--- config.mk ---
export PLATFORM = sky130hd
export DESIGN_NAME = decimal_text_to_int64
export DESIGN_NICKNAME = d
export VERILOG_FILES = /design/src/rtl/core/dtoi_pkg.sv /design/src/rtl/core/decimal_text_to_int64.sv /design/src/rtl/core/dtoi_parse.sv
export SDC_FILE = /design/constraint.sdc
export NUM_CORES = 1
export LEC_CHECK = 0
export ABC_AREA = 1
export BUFFER_PORTS_ARGS = -buffer_cell sky130_fd_sc_hd__buf_4
export CORE_UTILIZATION = 30
export CTS_CLUSTER_SIZE = 10
export DETAILED_ROUTE_END_ITERATION = 16
export GPL_TIMING_DRIVEN = 0
export PLACE_DENSITY = 0.53
export RECOVER_POWER = 50
export SYNTH_ARGS = -nofsm -noshare
export SYNTH_HDL_FRONTEND = slang
export SYNTH_HIERARCHICAL = 1
export SYNTH_SLANG_ARGS = --single-unit
--- constraint.sdc ---
create_clock -name clk -period 12.6 [get_ports clk]
set_clock_uncertainty 0.05 [all_clocks]
set_input_delay 1.26 -clock clk [delete_from_list [all_inputs] [get_ports clk]]
set_output_delay 1.26 -clock clk [all_outputs]
set_load 0.005 [all_outputs]
--- src/rtl/core/dtoi_pkg.sv ---
`timescale 1ns / 1ps

package dtoi_pkg;

	localparam int unsigned CHAR_LIMIT_DEFAULT = 65535;
	localparam int unsigned CHAR_W = 8;
	localparam int unsigned VALUE_W = 64;
	localparam int unsigned COUNT_W = 16;

	localparam logic [CHAR_W-1:0] CH_MINUS = 8'h2D;
	localparam logic [CHAR_W-1:0] CH_ZERO = 8'h30;
	localparam logic [CHAR_W-1:0] CH_NINE = 8'h39;

	// largest magnitude that can still take another digit, floor(int64 max / 10)
	localparam logic signed [VALUE_W-1:0] ACC_THRESH = 64'sd922337203685477580;
	// last digit allowed at the threshold, for positive and negative values
	localparam logic [3:0] LAST_DIGIT_POS = 4'd7;
	localparam logic [3:0] LAST_DIGIT_NEG = 4'd8;

	typedef enum logic [1:0] {
		ST_OK        = 2'd0,
		ST_NO_DIGITS = 2'd1,
		ST_OVERFLOW  = 2'd2
	} status_t;

	typedef struct packed {
		status_t                    status;
		logic signed [VALUE_W-1:0]  value;
		logic [COUNT_W-1:0]         consumed;
	} result_t;

endpackage

--- src/rtl/core/decimal_text_to_int64.sv ---
`timescale 1ns / 1ps

// Streaming decimal text to int64 parser. Characters of a buffer enter one
// per transfer on the slave side, the final character of the buffer marked
// with s_tlast. A leading '-' makes the value negative; digits are then
// accumulated with an overflow check against the int64 range. Parsing ends
// at the first non-digit, on overflow, or at the marked last character, and
// then exactly one result transfer leaves on the master side: status ok with
// the signed value and the number of characters consumed (sign included),
// no digits, or overflow (value and count zero unless ok). Characters of the
// same buffer that follow a result are dropped without output. The block
// takes one character per clock cycle: a character sits in the input
// register while the parse step updates the accumulator and, when the
// character closes the parse, writes the result register; the result is
// offered on the master side from that result register, which follows the
// input register. Throughput drops below one per cycle only while a result
// waits in the output register and the character in the input register
// would produce another one.
module decimal_text_to_int64 #(
	parameter int unsigned CHAR_LIMIT = dtoi_pkg::CHAR_LIMIT_DEFAULT
) (
	input  logic        clk,
	input  logic        arst_n,
	// character stream
	input  logic        s_tvalid,
	output logic        s_tready,
	input  logic [7:0]  s_tdata,   // [7:0] char_code
	input  logic        s_tlast,   // last_of_buffer
	// result stream
	output logic        m_tvalid,
	input  logic        m_tready,
	output logic [79:0] m_tdata,   // [63:0] value, [79:64] consumed
	output logic [1:0]  m_tuser    // [1:0] status
);

	// input register
	logic                          s1_valid_q;
	logic [dtoi_pkg::CHAR_W-1:0]   char_s1;
	logic                          last_s1;

	// parse step
	logic                          fire;
	logic                          res_valid;
	dtoi_pkg::result_t             res;

	// result register
	logic                          out_valid_q;
	dtoi_pkg::result_t             out_q;
	logic                          out_free;

	// the result register can take a new result when empty or being drained
	assign out_free = !out_valid_q || m_tready;
	// a character without a result never waits on the output side
	assign fire     = s1_valid_q && (!res_valid || out_free);
	assign s_tready = !s1_valid_q || fire;

	always_ff @(posedge clk or negedge arst_n) begin
		if (!arst_n) begin
			s1_valid_q <= 1'b0;
		end else if (s_tready) begin
			s1_valid_q <= s_tvalid;
		end
	end

	always_ff @(posedge clk) begin
		if (s_tvalid && s_tready) begin
			char_s1 <= s_tdata[dtoi_pkg::CHAR_W-1:0];
			last_s1 <= s_tlast;
		end
	end

	dtoi_parse #(
		.CHAR_LIMIT(CHAR_LIMIT)
	) u_parse (
		.clk       (clk),
		.arst_n    (arst_n),
		.fire      (fire),
		.char_code (char_s1),
		.last      (last_s1),
		.res_valid (res_valid),
		.res       (res)
	);

	always_ff @(posedge clk or negedge arst_n) begin
		if (!arst_n) begin
			out_valid_q <= 1'b0;
		end else if (fire && res_valid) begin
			out_valid_q <= 1'b1;
		end else if (m_tready) begin
			out_valid_q <= 1'b0;
		end
	end

	always_ff @(posedge clk) begin
		if (fire && res_valid) begin
			out_q <= res;
		end
	end

	assign m_tvalid = out_valid_q;
	assign m_tdata  = {out_q.consumed, out_q.value};
	assign m_tuser  = out_q.status;

	// a new result is never written over one that is still waiting
	assert property (@(posedge clk) disable iff (!arst_n)
		(fire && res_valid) |-> out_free)
		else $error("result register overwritten while stalled");

	// stalling the input side only happens with a character held in the input register
	assert property (@(posedge clk) disable iff (!arst_n)
		!s_tready |-> (s1_valid_q && res_valid && !out_free))
		else $error("input side stalled without cause");

	// an ok result always counts at least one character
	assert property (@(posedge clk) disable iff (!arst_n)
		(m_tvalid && (out_q.status == dtoi_pkg::ST_OK)) |-> (out_q.consumed != '0))
		else $error("ok result with zero consumed count");

	// failed parses carry zero value and count
	assert property (@(posedge clk) disable iff (!arst_n)
		(m_tvalid && (out_q.status != dtoi_pkg::ST_OK)) |->
			((out_q.value == '0) && (out_q.consumed == '0)))
		else $error("failed parse with nonzero payload");

endmodule

--- src/rtl/core/dtoi_parse.sv ---
`timescale 1ns / 1ps

// per-character parse step and parser state
module dtoi_parse #(
	parameter int unsigned CHAR_LIMIT = dtoi_pkg::CHAR_LIMIT_DEFAULT
) (
	input  logic                           clk,
	input  logic                           arst_n,
	input  logic                           fire,
	input  logic [dtoi_pkg::CHAR_W-1:0]    char_code,
	input  logic                           last,
	output logic                           res_valid,
	output dtoi_pkg::result_t              res
);

	localparam int unsigned CNT_W = dtoi_pkg::COUNT_W;
	localparam logic [CNT_W-1:0] POS_LIMIT =
		CNT_W'((CHAR_LIMIT < 2) ? 2 : CHAR_LIMIT);

	// signed accumulator: digits are subtracted once a minus was seen
	logic signed [dtoi_pkg::VALUE_W-1:0] acc_q, acc_d;
	logic                                neg_q, neg_d;
	logic [dtoi_pkg::COUNT_W-1:0]        pos_q, pos_d;
	logic                                skip_q, skip_d;

	logic [dtoi_pkg::CHAR_W-1:0]          digit_full;
	logic [3:0]                           digit;
	logic                                 is_digit;
	logic                                 is_minus;
	logic                                 ovf;
	logic [3:0]                           last_digit;
	logic [dtoi_pkg::COUNT_W-1:0]         pos_bump;
	logic signed [dtoi_pkg::VALUE_W-1:0]  acc_x10;
	logic signed [dtoi_pkg::VALUE_W-1:0]  acc_digit;
	logic signed [dtoi_pkg::VALUE_W-1:0]  digit_ext;

	assign digit_full = char_code - dtoi_pkg::CH_ZERO;
	assign digit      = digit_full[3:0];
	assign digit_ext  = {{(dtoi_pkg::VALUE_W-4){1'b0}}, digit};
	assign is_minus   = (pos_q == '0) && (char_code == dtoi_pkg::CH_MINUS);
	assign pos_bump   = (pos_q < POS_LIMIT) ? pos_q + 1'b1 : pos_q;
	assign last_digit = neg_q ? dtoi_pkg::LAST_DIGIT_NEG : dtoi_pkg::LAST_DIGIT_POS;

	always_comb begin
		is_digit = char_code inside {[dtoi_pkg::CH_ZERO:dtoi_pkg::CH_NINE]};
	end

	// overflow test on the magnitude, mirrored for negative values
	always_comb begin
		if (neg_q) begin
			ovf = (acc_q < -dtoi_pkg::ACC_THRESH) ||
				((acc_q == -dtoi_pkg::ACC_THRESH) && (digit > last_digit));
		end else begin
			ovf = (acc_q > dtoi_pkg::ACC_THRESH) ||
				((acc_q == dtoi_pkg::ACC_THRESH) && (digit > last_digit));
		end
	end

	assign acc_x10   = (acc_q <<< 3) + (acc_q <<< 1);
	assign acc_digit = neg_q ? acc_x10 - digit_ext : acc_x10 + digit_ext;

	// next state and result
	always_comb begin
		acc_d     = acc_q;
		neg_d     = neg_q;
		pos_d     = pos_q;
		skip_d    = skip_q;
		res_valid = 1'b0;
		res       = '{status: dtoi_pkg::ST_NO_DIGITS, value: '0, consumed: '0};
		if (skip_q) begin
			if (last) begin
				skip_d = 1'b0;
			end
		end else if (is_minus) begin
			neg_d = 1'b1;
			pos_d = pos_bump;
			if (last) begin
				// sign alone
				res_valid = 1'b1;
				acc_d     = '0;
				neg_d     = 1'b0;
				pos_d     = '0;
			end
		end else if (!is_digit) begin
			// terminating character, not consumed
			res_valid = 1'b1;
			if (pos_q > {{(dtoi_pkg::COUNT_W-1){1'b0}}, neg_q}) begin
				res = '{status: dtoi_pkg::ST_OK, value: acc_q, consumed: pos_q};
			end
			acc_d  = '0;
			neg_d  = 1'b0;
			pos_d  = '0;
			skip_d = !last;
		end else if (ovf) begin
			res_valid  = 1'b1;
			res.status = dtoi_pkg::ST_OVERFLOW;
			acc_d      = '0;
			neg_d      = 1'b0;
			pos_d      = '0;
			skip_d     = !last;
		end else begin
			acc_d = acc_digit;
			pos_d = pos_bump;
			if (last) begin
				res_valid = 1'b1;
				res = '{status: dtoi_pkg::ST_OK, value: acc_digit, consumed: pos_bump};
				acc_d = '0;
				neg_d = 1'b0;
				pos_d = '0;
			end
		end
	end

	always_ff @(posedge clk or negedge arst_n) begin
		if (!arst_n) begin
			acc_q  <= '0;
			neg_q  <= 1'b0;
			pos_q  <= '0;
			skip_q <= 1'b0;
		end else if (fire) begin
			acc_q  <= acc_d;
			neg_q  <= neg_d;
			pos_q  <= pos_d;
			skip_q <= skip_d;
		end
	end

endmodule

Yosys cells after proc, flatten, opt, wreduce, memory -nomap -nowiden
Index checks and enable logic that the tools add are counted.
Cells by class
  $add $sub $neg: 5
  order comparisons: 7
  equality and inequality tests: 5
  multiplexer cells: 34
  bitwise logic cells: 1
  reductions and logical operators: 22
Operators with widths (number)
  $mux W64: 6
  $mux W81: 2
  $eq A64 B61 Y1 const B: 2
  $mux W82: 1
  $mux W16: 5
  $mux W80: 1
  $add A64 B5 Y64: 1
  $add A64 B64 Y64: 1
  $gt A64 B61 Y1 const B: 1
  $lt A64 B61 Y1 const B: 1
  $sub A64 B5 Y64: 1
  $mux W1: 17
  $add A16 B1 Y16 const B: 1
  $gt A16 B1 Y1: 1
  $logic_not A16 Y1: 1
  $lt A16 B16 Y1 const B: 1
  $eq A8 B6 Y1 const B: 1
  $ge A8 B6 Y1 const B: 1
  $le A8 B6 Y1 const B: 1
  $logic_and A1 B1 Y1: 7
  $reduce_and A3 Y1: 2
  $logic_or A1 B1 Y1: 5
  $gt A4 B4 Y1: 1
  $logic_not A1 Y1: 4
  other kinds (9): 9
Word-level totals
  register bits after elaboration: 175
  input bits: 13
  output and inout bits: 84

Logic depth before layout (Yosys ltp)
  depth after elaboration: 14
  depth in mapped cells: 29
  gate-level depth less buffers: 27

Cells and area by module
Netlist, hierarchy kept.
Modules (own cells, without submodules)
  dtoi_parse: times used 1, cells each 3273, area each 16602.2 sq um, sequential area each 2052.0 sq um
  decimal_text_to_int64: times used 1, cells each 106, area each 2842.7 sq um, sequential area each 2782.7 sq um

Least setup slack after synthesis
OpenSTA, ideal clock, no wires.
  path type: flip-flop to flip-flop
  start: reg u_parse.neg_q
  end: reg out_q, in the netlist m_tdata[0] (enable)
  setup time: 436 ps
  arrival time: 4937 ps
  path slack: 7178 ps
  stages on the path, launching flop included: 21
  clock period less this slack: 5422 ps
  cell sequence: dfrtp_1 -> clkbuf_1 -> inv_1 -> buf_2 -> buf_1 -> clkbuf_1 -> ha_1 -> nand2_1 -> inv_1 -> a32oi_1 -> inv_1 -> a41oi_1 -> o211ai_1 -> nand2_1 -> inv_1 -> nand3_2 -> nand2_1 -> buf_2 -> nor2_1 -> nand3_1 -> inv_1
On the way
  word-level cells in the longest chain between the ends: 13
RTL lines
  from (decl): RTL line dtoi_parse.sv:22  | logic neg_q, neg_d;
  from (signal assigned): RTL line dtoi_parse.sv:122  | neg_q <= neg_d;
  $mux W4: RTL line dtoi_parse.sv:42  | assign last_digit = neg_q ? dtoi_pkg::LAST_DIGIT_NEG : dtoi_pkg::LAST_DIGIT_POS;
  $gt A4 B4 Y1: RTL line dtoi_parse.sv:52, dtoi_parse.sv:55
  $logic_and A1 B1 Y1, on equally long branches: RTL line dtoi_parse.sv:55, dtoi_parse.sv:52
  $logic_or A1 B1 Y1, on equally long branches: RTL line dtoi_parse.sv:54, dtoi_parse.sv:51
  $mux W1 (*): RTL line dtoi_parse.sv:50  | if (neg_q) begin
  $mux W1 (*): RTL line dtoi_parse.sv:94  | end else if (ovf) begin
  $mux W1 (*): RTL line dtoi_parse.sv:84  | end else if (!is_digit) begin
  $mux W1 (*): RTL line dtoi_parse.sv:74  | end else if (is_minus) begin
  $mux W1 (*): RTL line dtoi_parse.sv:70  | if (skip_q) begin
  net res_valid: RTL line decimal_text_to_int64.sv:43  | logic res_valid;
  $logic_not A1 Y1: RTL line decimal_text_to_int64.sv:54  | assign fire = s1_valid_q && (!res_valid || out_free);
  $logic_or A1 B1 Y1: RTL line decimal_text_to_int64.sv:54
  $logic_and A1 B1 Y1: RTL line decimal_text_to_int64.sv:54
  $logic_and A1 B1 Y1 (*): RTL line decimal_text_to_int64.sv:95  | if (fire && res_valid) begin
  to (signal assigned): RTL line decimal_text_to_int64.sv:96  | out_q <= res;
  to (decl): RTL line decimal_text_to_int64.sv:48  | dtoi_pkg::result_t out_q;
Mark *: on every way through the listed nets, which the timed path passes. The rest lies on a longest branch.
A chain may end at the register's enable or synchronous reset.

Worst setup path in the final report
  start: reg u_parse.neg_q
  end: reg u_parse/acc_q[42] (netlist name)
On the way
  word-level cells in the longest chain between the ends: 13
RTL lines
  $mux W4: RTL line dtoi_parse.sv:42
  $gt A4 B4 Y1: RTL line dtoi_parse.sv:52, dtoi_parse.sv:55
  $logic_and A1 B1 Y1, on equally long branches: RTL line dtoi_parse.sv:55, dtoi_parse.sv:52
  $logic_or A1 B1 Y1, on equally long branches: RTL line dtoi_parse.sv:54, dtoi_parse.sv:51
  $mux W1 (*): RTL line dtoi_parse.sv:50
  $mux W1 (*): RTL line dtoi_parse.sv:94
  $mux W1 (*): RTL line dtoi_parse.sv:84
  $mux W1 (*): RTL line dtoi_parse.sv:74
  $mux W1 (*): RTL line dtoi_parse.sv:70
  net res_valid: RTL line decimal_text_to_int64.sv:43
  $logic_not A1 Y1 (*): RTL line decimal_text_to_int64.sv:54
  $logic_or A1 B1 Y1 (*): RTL line decimal_text_to_int64.sv:54
  $logic_and A1 B1 Y1 (*): RTL line decimal_text_to_int64.sv:54
  net fire: RTL line decimal_text_to_int64.sv:42  | logic fire;
  $reduce_and A3 Y1 (no source line) (*)
  to (signal assigned): RTL line dtoi_parse.sv:116  | acc_q <= '0;
  to (signal assigned): RTL line dtoi_parse.sv:121  | acc_q <= acc_d;
  to (decl): RTL line dtoi_parse.sv:21  | logic signed [dtoi_pkg::VALUE_W-1:0] acc_q, acc_d;
Marked as above.

==> results.cfg <==
[yosys]
synthArstFlopShare_pct = 48.0
synth.area.top_cells = nand2_1 (24%), edfxtp_1 (14%), dfrtp_1 (11%)
syn_area_um2 = 19400
ys_seq_area_share_pct = 24.9
synth_area_leader_cell = nand2_1
synthFlopType = edfxtp_1
yosysUniqueCellTypes = 51
postSynthAreaPerCell_um2 = 5.75
ys_ff_latch = 175
synth_warnings = 6
synth_nets = 3468
synth-edff-count = 91
yosysTopAreaCellShare_pct = 24.4
postSynthCellCount = 3379

[timing]
fin_hold_ws_ns = 0.466
drv_slew = 85
worst_pin_slew_ns = 5.05
max_freq_mhz = 120
relSlewSlack_pct = -237
rsz0062_at_grt = false
setup_viol = 0
hold_viol_final = 0
period_share_pct = 66.2
fin_tns_setup_ns = 0
min_period_ns = 8.34

[clock_network]
ctsHoldBuffers = 0
cts_buffers = 17
clock-sinks = 175
post_cts_resized = 0
cts_max_level = 4
cts_setup_buffers = 0
insertion_delay_ns = 0.45
root_buffer = clkbuf_16
ctsLongestPathBuffers = 2
cts_tree = yes
clkTransAtPathRegs_ns = 0.07

[die]
io_pins = 97
dieArea_um2 = 65800
core_um2 = 63500
num_rows = 92
start_util_pct = 30.6
die_h_um = 257
die_w_um = 257

[critical_path]
crit_type = reg -> reg
cp.arrival_ns = 8.57
critPathRequiredTime_ns = 12.83
startpoint_type = register
reg2reg_setup_slack_ns = 4.26
cp-end-kind = register
crit_top_cell = inv_1
path_max_fanout = 11
max_stage_delay_ns = 0.71
cpMaxStageDelayCell = clkbuf_1

[drt]
num_vias = 22000
drtAntennaViolNets = 0
drt_wl_total_um = 86600
drtPass1Iterations = 9
routedWlPerCell_um = 19.9
avgViaCountPerCell = 5.04
route.detailed.drc = 0
drtIter0Drc = 2315

[power_and_ir_drop]
power_leakage_uw = 0.0112
power.density_nw_per_um2 = 61.9
p_total_uw = 1350
peakVddDrop_mv = 0.0724

[finish]
layout_common_cells = nand2_1 (1264), inv_1 (495), nor2_1 (337)
area_delta_synth_final_pct = 11.9
nNetsFinal = 3584
utilization_pct = 34.3
drive_gt1_share_pct = 7.98
final_common_cell = nand2_1

[outcome]
outcome = complete, but fails checks
violations = max-capacitance violations, max-slew violations

[global_route]
grt_pass1_vias = 20000
grt_pass1_wl_um = 128000
overflow = 0
grt_max_degree = 85
antenna_found_initial = 1
grtUsageTotal_pct = 25.9

[placed_design]
io_buffers = 96
place.gp.congestion = 1.01
hpwl_um = 72700

[hold_path]
min_path_type = reg -> reg

[job]
cap_violations = 1
==> metrics by stage <==
step / instance area, µm² / worst slack [ns] / instances
5_1_grt: 21800 / 3.98 / 4354
2_1_floorplan: 19400 / 7.18 / 3379
4_1_cts: 21800 / 5.03 / 4354
6_report: 21800 / 4.26 / 4355
3_5_place_dp: 21300 / 5.06 / 4322
3_3_place_gp: 21200 / 4.45 / 4321
==> final cells by class <==
class	count	area (µm²)
diodes	1	2.50
plain buffers	65	249
clock buffers	18	439
clock inverters	14	140
fillers	7266	41800
inverters	538	2020
multi-input cells	2601	12300
flip-flops and latches	175	4830
well taps	846	1060
repair buffers	97	692
==> final timing paths <==
kind                       depth (start not counted)                       endpoint                       from
max in group asynchronous                          1   u_parse/acc_q[6]$_DFFE_PN0P_                     arst_n
hold / removal                                     1     u_parse/skip_q$_DFFE_PN0P_          last_s1$_DFFE_PP_
setup reg to reg                                  28  u_parse/acc_q[42]$_DFFE_PN0P_  u_parse/neg_q$_DFFE_PN0P_
setup / recovery                                  28  u_parse/acc_q[42]$_DFFE_PN0P_  u_parse/neg_q$_DFFE_PN0P_
hold reg to reg                                    1     u_parse/skip_q$_DFFE_PN0P_          last_s1$_DFFE_PP_
min in group asynchronous                          1  u_parse/acc_q[50]$_DFFE_PN0P_                     arst_n
==> layer usage <==
layer	global-route usage (%)	vias to the layer above	wire (µm)
li1	-	11000	-
met1	35.3	10000	38800
met2	41.8	840	38700
met3	3.24	123	5760
met4	9.47	2	3380
met5	0	-	9
==> sequential cells by signal (all words and copies together) (netlist names), 2 cells and up <==
register,flops
char_s1,8
m_tdata,80
m_tuser,2
u_parse/acc_q,64
u_parse/pos_q,16
==> logic make-up (layout without fill, tap and decap cells) <==
group | Yosys count | in the layout | synth area share, %
AO/OA/AOI/OAI | 345 | 345 | 9.45
XOR/XNOR | 45 | 45 | 2.10
adder cells (fa/ha/maj) | 76 | 76 | 5.01
buffers and inverters | 603 | 732 | 11.7
flip-flops | 175 | 175 | 24.9
other | 0 | 1 | 0
AND/OR/NAND/NOR | 2135 | 2135 | 46.9
==> worst max-delay path: cells and delay by family (launching register included) <==
family | cells | cell delay [ns]
and+or+nand+nor | 9 | 2.18
buffers and inverters | 13 | 4.46
AOI/OAI and AO/OA | 5 | 0.60
adders and majority gates | 1 | 0.38
DFF | 1 | 0.48
==> cell usage after synthesis, drive strengths merged (5+ instances only) <==
library cell	n
nand2	1313
inv	529
nor2	388
nand3	284
o21ai	182
a21oi	127
edfxtp	91
dfrtp	84
ha	73
nand4	65
nor3	53
clkbuf	47
xor2	41
buf	18
nor4	13
o22ai	10
clkinv	9
nand3b	8
o21a	8
o31ai	5
==> power breakdown <==
group          internal, µW  switching, µW  leakage, µW
clock                   270            275     0.000280
combinational          45.9            120      0.00893
sequential              626           9.40      0.00204
total                   942            404       0.0112
Note: power is estimated with default switching activity, not from simulation.
